===== config.mk =====
export PLATFORM = sky130hd
export DESIGN_NAME = agwc_track_flat
export DESIGN_NICKNAME = d
export VERILOG_FILES = /design/src/rtl/core/agwc_pkg.sv /design/src/rtl/core/agwc_ifs.sv /design/src/rtl/core/agwc_ram.sv /design/src/rtl/core/agwc_track.sv /design/src/flat_wrapper.sv
export SDC_FILE = /design/constraint.sdc
export NUM_CORES = 2
export LEC_CHECK = 0
export ABC_AREA = 0
export BUFFER_PORTS_ARGS = -buffer_cell sky130_fd_sc_hd__buf_2
export CAP_MARGIN = 20
export CORE_UTILIZATION = 40
export DETAILED_ROUTE_END_ITERATION = 10
export HOLD_SLACK_MARGIN = 0.12
export PLACE_DENSITY = 0.55
export SLEW_MARGIN = 10
export SYNTH_ARGS = -nofsm -noshare
export SYNTH_HDL_FRONTEND = slang
export SYNTH_HIERARCHICAL = 1
export SYNTH_SLANG_ARGS = --single-unit

===== constraint.sdc =====
create_clock -name i_clk -period 7.8 [get_ports i_clk]
set_clock_uncertainty 0.15 [all_clocks]
set_input_delay 0.39 -clock i_clk [delete_from_list [all_inputs] [get_ports i_clk]]
set_output_delay 0.39 -clock i_clk [all_outputs]
set_load 0.1 [all_outputs]

===== src/rtl/core/agwc_pkg.sv =====
`timescale 1ns / 1ps

package agwc_pkg;

    localparam int AGWC_STREAMS = 16;

    // item field widths
    localparam int IDX_W     = 4;
    localparam int TIME_W    = 48;
    localparam int ERR_W     = TIME_W + 1;
    localparam int GUARD_W   = 32;
    localparam int GAIN_W    = 16;
    localparam int GAIN_FRAC = 12;
    localparam int PROD_W    = GAIN_W + TIME_W;
    localparam int PROD_HI_W = PROD_W - GAIN_FRAC;

    // register port
    localparam int PADDR_W      = 6;
    localparam int PDATA_W      = 64;
    localparam int REG_ADDR_LSB = 3;
    localparam int REG_IDX_W    = PADDR_W - REG_ADDR_LSB;

    localparam logic [REG_IDX_W-1:0] REG_GUARD_MODE   = 3'd0;
    localparam logic [REG_IDX_W-1:0] REG_FIXED_GUARD  = 3'd1;
    localparam logic [REG_IDX_W-1:0] REG_BASE_GUARD   = 3'd2;
    localparam logic [REG_IDX_W-1:0] REG_GUARD_GAIN   = 3'd3;
    localparam logic [REG_IDX_W-1:0] REG_MIN_GUARD    = 3'd4;
    localparam logic [REG_IDX_W-1:0] REG_MAX_GUARD    = 3'd5;
    localparam logic [REG_IDX_W-1:0] REG_SLOT_INTERVAL = 3'd6;

    localparam logic                RST_GUARD_MODE    = 1'b0;
    localparam logic [GUARD_W-1:0]  RST_FIXED_GUARD   = 32'd200000;
    localparam logic [GUARD_W-1:0]  RST_BASE_GUARD    = 32'd50000;
    localparam logic [GAIN_W-1:0]   RST_GUARD_GAIN    = 16'd2048;
    localparam logic [GUARD_W-1:0]  RST_MIN_GUARD     = 32'd10000;
    localparam logic [GUARD_W-1:0]  RST_MAX_GUARD     = 32'd1000000;
    localparam logic [TIME_W-1:0]   RST_SLOT_INTERVAL = 48'd30000000000;

    typedef struct packed {
        logic               guard_mode;
        logic [GUARD_W-1:0] fixed_guard_ns;
        logic [GUARD_W-1:0] base_guard_ns;
        logic [GAIN_W-1:0]  guard_gain;
        logic [GUARD_W-1:0] min_guard_ns;
        logic [GUARD_W-1:0] max_guard_ns;
        logic [TIME_W-1:0]  slot_interval_ns;
    } t_cfg;

    // tracker stage to guard stage
    typedef struct packed {
        logic                    bad;
        logic                    first;
        logic signed [ERR_W-1:0] err;
        logic [TIME_W-1:0]       abs_err;
        logic [PROD_HI_W-1:0]    prod_hi;
    } t_s2;

endpackage


===== src/rtl/core/agwc_ifs.sv =====
`timescale 1ns / 1ps

interface agwc_in_if;
    import agwc_pkg::*;
    logic              valid;
    logic              ready;
    logic [IDX_W-1:0]  stream_index;
    logic [TIME_W-1:0] arrival_time_ns;

    modport source(output valid, output stream_index, output arrival_time_ns, input ready);
    modport sink(input valid, input stream_index, input arrival_time_ns, output ready);
endinterface



===== src/rtl/core/agwc_ram.sv =====
`timescale 1ns / 1ps

module agwc_ram #(
    parameter int WIDTH = 8,
    parameter int DEPTH = 16,
    localparam int AW = (DEPTH > 1) ? $clog2(DEPTH) : 1
) (
    input  logic             i_clk,
    input  logic             i_we,
    input  logic [AW-1:0]    i_waddr,
    input  logic [WIDTH-1:0] i_wdata,
    input  logic             i_re,
    input  logic [AW-1:0]    i_raddr,
    output logic [WIDTH-1:0] o_rdata
);
    logic [WIDTH-1:0] r_mem [DEPTH];
    logic [WIDTH-1:0] r_rdata;

    always_ff @(posedge i_clk) begin
        if (i_we) begin
            r_mem[i_waddr] <= i_wdata;
        end
        if (i_re) begin
            r_rdata <= r_mem[i_raddr];
        end
    end

    assign o_rdata = r_rdata;
endmodule


===== src/rtl/core/agwc_track.sv =====
`timescale 1ns / 1ps

module agwc_track #(
    parameter int STREAMS = agwc_pkg::AGWC_STREAMS
) (
    input  logic           i_clk,
    input  logic           i_rst_n,
    agwc_in_if.sink        i_item,
    input  agwc_pkg::t_cfg i_cfg,
    input  logic           i_next_ready,
    output logic           o_valid,
    output agwc_pkg::t_s2  o_s2
);
    import agwc_pkg::*;

    localparam int AW = (STREAMS > 1) ? $clog2(STREAMS) : 1;
    localparam int SW = 2 * TIME_W;

    logic               r_v1;
    logic [AW-1:0]      r_addr;
    logic [TIME_W-1:0]  r_arr;
    logic               r_bad;
    logic               r_hit;
    logic [STREAMS-1:0] r_vbits;
    logic               r_fwd;
    logic [TIME_W-1:0]  r_fwd_exp;
    logic [TIME_W-1:0]  r_fwd_abs;

    logic               en_1;
    logic               accept;
    logic               wr;
    logic [AW-1:0]      a_in;
    logic               bad_in;
    logic               vb_sel;
    logic               hit_in;
    logic [SW-1:0]      ram_rdata;
    logic [TIME_W-1:0]  exp_cur;
    logic [TIME_W-1:0]  abs_last;
    logic [TIME_W:0]    diff;
    logic [TIME_W:0]    neg_diff;
    logic [TIME_W-1:0]  abs_err;
    logic [TIME_W:0]    adv_sum;
    logic [TIME_W-1:0]  n_exp;
    logic [TIME_W-1:0]  n_abs;
    logic [PROD_W-1:0]  prod;

    assign en_1        = !r_v1 || i_next_ready;
    assign i_item.ready = en_1;
    assign accept      = i_item.valid && en_1;
    // the stage writes its state back as it hands the item on
    assign wr          = r_v1 && i_next_ready && !r_bad;

    assign a_in   = AW'(i_item.stream_index);
    assign bad_in = 32'(i_item.stream_index) >= 32'(STREAMS);
    assign vb_sel = bad_in ? 1'b0 : r_vbits[a_in];
    assign hit_in = !bad_in && (vb_sel || (wr && (r_addr == a_in)));

    agwc_ram #(
        .WIDTH(SW),
        .DEPTH(STREAMS)
    ) u_state_ram (
        .i_clk  (i_clk),
        .i_we   (wr),
        .i_waddr(r_addr),
        .i_wdata({n_exp, n_abs}),
        .i_re   (accept && !bad_in),
        .i_raddr(a_in),
        .o_rdata(ram_rdata)
    );

    always_ff @(posedge i_clk) begin
        if (!i_rst_n) begin
            r_v1    <= 1'b0;
            r_vbits <= '0;
            r_fwd   <= 1'b0;
        end else begin
            if (en_1) begin
                r_v1 <= i_item.valid;
            end
            if (wr) begin
                r_vbits[r_addr] <= 1'b1;
            end
            if (accept) begin
                // same stream back to back: ram read misses the write
                r_fwd <= wr && !bad_in && (r_addr == a_in);
            end
        end
    end

    always_ff @(posedge i_clk) begin
        if (accept) begin
            r_addr    <= a_in;
            r_arr     <= i_item.arrival_time_ns;
            r_bad     <= bad_in;
            r_hit     <= hit_in;
            r_fwd_exp <= n_exp;
            r_fwd_abs <= n_abs;
        end
    end

    assign exp_cur  = r_fwd ? r_fwd_exp : ram_rdata[SW-1:TIME_W];
    assign abs_last = r_fwd ? r_fwd_abs : ram_rdata[TIME_W-1:0];

    assign diff     = {1'b0, r_arr} - {1'b0, exp_cur};
    assign neg_diff = -diff;
    assign abs_err  = diff[TIME_W] ? neg_diff[TIME_W-1:0] : diff[TIME_W-1:0];

    // next expected time, saturating
    assign adv_sum = {1'b0, (r_hit ? exp_cur : r_arr)} + {1'b0, i_cfg.slot_interval_ns};
    assign n_exp   = adv_sum[TIME_W] ? '1 : adv_sum[TIME_W-1:0];
    assign n_abs   = r_hit ? abs_err : '0;

    assign prod = PROD_W'(i_cfg.guard_gain) * PROD_W'(abs_last);

    assign o_valid         = r_v1;
    assign o_s2.bad        = r_bad;
    assign o_s2.first      = !r_hit;
    assign o_s2.err        = diff;
    assign o_s2.abs_err    = abs_err;
    assign o_s2.prod_hi    = prod[PROD_W-1:GAIN_FRAC];

    a_hit_marked: assert property (@(posedge i_clk) disable iff (!i_rst_n)
        r_v1 && !r_bad && r_hit |-> r_vbits[r_addr])
        else $error("tracked stream has no valid bit");

    a_first_not_early: assert property (@(posedge i_clk) disable iff (!i_rst_n)
        r_v1 && !r_bad && !r_hit |-> n_exp >= r_arr)
        else $error("expected time armed before arrival");

    a_fwd_same_stream: assert property (@(posedge i_clk) disable iff (!i_rst_n)
        r_v1 && r_fwd |-> !r_bad && r_hit && r_vbits[r_addr])
        else $error("bypass taken without a matching write");
endmodule


===== src/flat_wrapper.sv =====
// flat-port wrapper written by rule: the top's interface ports become plain ports
module agwc_track_flat import agwc_pkg::*;
#(
    parameter int STREAMS = agwc_pkg::AGWC_STREAMS
)
  (i_clk, i_rst_n, i_cfg, i_next_ready, o_valid, o_s2, i_item_valid, i_item_stream_index, i_item_arrival_time_ns, i_item_ready);
  agwc_in_if i_item_i ();
  input  logic i_clk;
  input  logic i_rst_n;
  input  agwc_pkg::t_cfg i_cfg;
  input  logic i_next_ready;
  output logic o_valid;
  output agwc_pkg::t_s2 o_s2;
  input wire logic [$bits(i_item_i.valid)-1:0] i_item_valid;
  input wire logic [$bits(i_item_i.stream_index)-1:0] i_item_stream_index;
  input wire logic [$bits(i_item_i.arrival_time_ns)-1:0] i_item_arrival_time_ns;
  output wire logic [$bits(i_item_i.ready)-1:0] i_item_ready;
  assign i_item_i.valid = i_item_valid;
  assign i_item_i.stream_index = i_item_stream_index;
  assign i_item_i.arrival_time_ns = i_item_arrival_time_ns;
  assign i_item_ready = i_item_i.ready;
  agwc_track #(.STREAMS(STREAMS)) u_core (.i_clk(i_clk), .i_rst_n(i_rst_n), .i_item(i_item_i), .i_cfg(i_cfg), .i_next_ready(i_next_ready), .o_valid(o_valid), .o_s2(o_s2));
endmodule

==> run_results.csv <==
group,metric,value,unit
sta,rsz0062_at_grt,"yes",
finish,fill_cells,20900,
outcome,status,"finished, violations left",
global_routing,antenna_found_initial,8,
run,drv_cap,0,
worst_hold_path,hold_path_class,"input port to flop",
logic_synthesis,yosysSeqAreaShare,0.551,
sta,tightest_slew,1.17,ns
die,core.rowCount,181,
critical_path,critPathKind,"flop to primary output",
placed_design,io_buffers,271,
critical_path,crit_path_top_delay_cell,"fa_2",
clock_network,htree_num_levels,4,
global_routing,grt_max_degree,108,
routing,dr.first_iter.drc_count,4773,
clock_network,cts_buffers,175,
sta,maxSlewViolCount,0,
critical_path,worst_ep_arrival_time,8.04,ns
global_routing,overflow,0,
logic_synthesis,postSynth.asyncResetShare,0,
logic_synthesis,avgSynthCellArea,14.5,um2
clock_network,ctsLongestPathBuffers,3,
global_routing,use_met2,0.348,
finish,finalNonFillerCells,10800,
sta,fin_crit,8.58,ns
finish,seq_area,0.0538,mm2
sta,setup_violations,32,
finish,multi_input_area,0.0419,mm2
global_routing,top_usage_layer,"met2",
die,die_y,496,um
clock_network,clk_latency,0.81,ns
routing,wl_per_cell,24.6,um
die,coreArea,0.243,mm2
routing,ant_nets,0,
die,ios,402,
sta,fin_crit_sh,1.10,
logic_synthesis,syn_nets,7860,
die,dieWidth,496,um
finish,final_nets,8622,
die,die_area,0.246,mm2
clock_network,root_buffer,"clkbuf_16",
global_routing,grt_pass1_vias,60600,
sta,slew_headroom,0.219,
critical_path,endpoint_kind,"primary output",
logic_synthesis,syn_area,0.0977,mm2
critical_path,worst-path-max-fanout,6,
clock_network,cts_sinks,1799,
routing,via_count,59100,
placed_design,dpl.cell_count,10300,
logic_synthesis,syn_inst,6738,
die,initial_core_util,0.402,
critical_path,start_kind,"flop",
finish,syn_to_final_growth,19.8,%
logic_synthesis,synth_ff_type,"edfxtp_1",
placed_design,place.gp.congestion,0.891,
outcome,violations,"setup timing",
global_routing,grt_util_met1,0.311,
clock_network,cts_tree,"built",
critical_path,cpMostUsedCell,"fa_1",
critical_path,cp.required,7.26,ns
routing,drt-pass1-iter-count,8,
global_routing,use_met3,0.0233,
sta,fmax,117,MHz
logic_synthesis,synth_cell_types,83,
logic_synthesis,synth-warning-count,6,
placed_design,dp_hpwl,168,mm
routing,viasPerCell,5.45,
logic_synthesis,synth_edf_count,1781,
global_routing,track_usage,0.216,
routing,routed_wl,266,mm
global_routing,grt_pass1_wl,392,mm
sta,hold_violations,0,
routing,drc,0,
clock_network,clk_pin_slew,0.06,ns
sta,fin_ws,-0.778,ns
finish,layout-drive-gt1-share,0.244,
logic_synthesis,synth_seq_cells,1799,
placed_design,post-place-ws,-0.425,ns
critical_path,slowest_delay,0.56,ns
[kinds of logic (layout without fill, tap and decap cells)]
| kind of cell | Yosys count | in the layout | synth area share |
|---|---|---|---|
| multiplexers | 494 | 495 | 0.101 |
| buffers and inverters | 1086 | 1989 | 0.0443 |
| AO/OA/AOI/OAI | 808 | 808 | 0.0550 |
| flip-flops | 1799 | 1799 | 0.551 |
| AND/OR/NAND/NOR | 1507 | 1507 | 0.0725 |
| XOR/XNOR | 170 | 170 | 0.0152 |
| adder cells (fa/ha/maj) | 873 | 873 | 0.161 |
| other | 1 | 3 | 0.0000384 |
[through the flow]
stage          utilization  setup TNS, ns  instance area [um2]  hold WS [ns]
3_3_place_gp         0.443          -3.03               108000         0.292
2_1_floorplan            -          -2.54                98400         0.285
4_1_cts              0.477         -16.13               116000         0.166
3_5_place_dp         0.443          -3.43               108000         0.302
5_1_grt              0.482         -22.57               117000         0.212
6_report             0.482         -13.21               117000         0.223
[repair_timing]
item | 4_1_cts | 5_1_grt
hold endpoints to repair | 87 | 0
hold buffers | 102 | 0
pin swaps | 88 | 128
setup endpoints to repair | 83 | 51
setup buffers | 37 | 41
gates resized for setup | 240 | 181
cloned | 2 | 3
[cell type report]
cell class	instances	share of cell area
Clock inverter	101	0.00964
Clock buffer	218	0.0397
Sequential cell	1799	0.460
Timing Repair Buffer	919	0.0748
Inverter	751	0.0241
Tap cell	3202	0.0342
Multi-Input combinational cell	3854	0.358
Antenna cell	2	0.0000427
[metal layers]
metal,share of wire,wire length [um],vias to the layer above
met1,0.45,119000,31000
li1,-,-,25700
met5,0,0,-
met3,0.059,15700,315
met2,0.47,125000,2037
met4,0.025,6640,0
[cell usage after synthesis, drive strengths merged (89+ instances only)]
cell type,instances,area share
edfxtp,1781,0.55
nand2,766,0.029
inv,750,0.029
fa,643,0.13
mux4,389,0.090
and2,310,0.020
clkbuf,246,0.0094
ha,230,0.029
a21oi,217,0.011
a22oi,193,0.015
nor2,166,0.0064
o21ai,105,0.0054
xnor2,104,0.0093
a21o,91,0.0070
buf,89,0.0060
[critical path: cells and delay by family (launching register included)]
kind / cells / cell delay (ns)
AO/OA/AOI/OAI: 6 / 1.49
XOR/XNOR: 1 / 0.15
adder cells (fa/ha/maj): 7 / 3.35
buffers and inverters: 8 / 0.73
flip-flops: 1 / 0.42
multiplexers: 1 / 0.34
AND/OR/NAND/NOR: 4 / 0.75
[layout by cell type (no fill, tap or decap), drive strengths merged, types with 18 or more instances in the layout]
| cell type | n |
|---|---|
| a211oi | 19 |
| a21o | 91 |
| a21oi | 217 |
| a22oi | 193 |
| a31oi | 23 |
| and2 | 310 |
| and3 | 31 |
| buf | 811 |
| bufinv | 20 |
| clkbuf | 221 |
| clkinv | 64 |
| dfxtp | 18 |
| dlygate4sd3 | 102 |
| edfxtp | 1781 |
| fa | 643 |
| ha | 230 |
| inv | 759 |
| mux2 | 51 |
| mux2i | 55 |
| mux4 | 389 |
| nand2 | 766 |
| nand2b | 19 |
| nand3 | 41 |
| nand4 | 31 |
| nor2 | 166 |
| nor2b | 18 |
| nor3 | 44 |
| o21a | 38 |
| o21ai | 105 |
| or3 | 19 |
| xnor2 | 104 |
| xor2 | 66 |
[flip-flops by register name (all words and copies together), names as in the netlist]
signal / cells
u_core/o_valid: 1
u_core/r_addr: 4
u_core/r_arr: 48
u_core/r_fwd: 1
u_core/r_fwd_abs: 48
u_core/r_fwd_exp: 48
u_core/r_hit: 1
u_core/r_vbits: 16
u_core/u_state_ram/o_rdata: 96
u_core/u_state_ram/r_mem: 1536
[path summary, 6_finish.rpt]
check,slack [ns],depth (start not counted),startpoint,to
worst max-delay path,-0.78,27,u_core/r_fwd,o_s2[37]
worst min-delay path,0.22,2,i_item_arrival_time_ns[47],u_core/r_arr[47]
worst max register to register,0.72,20,u_core/r_fwd,u_core/u_state_ram/r_mem[1][8]
worst min register to register,0.32,1,u_core/r_vbits[14],u_core/r_vbits[14]
Power is left out: the tool's default activity adds up to more than one toggle a clock period on the data nets, which glitch-free logic cannot reach.
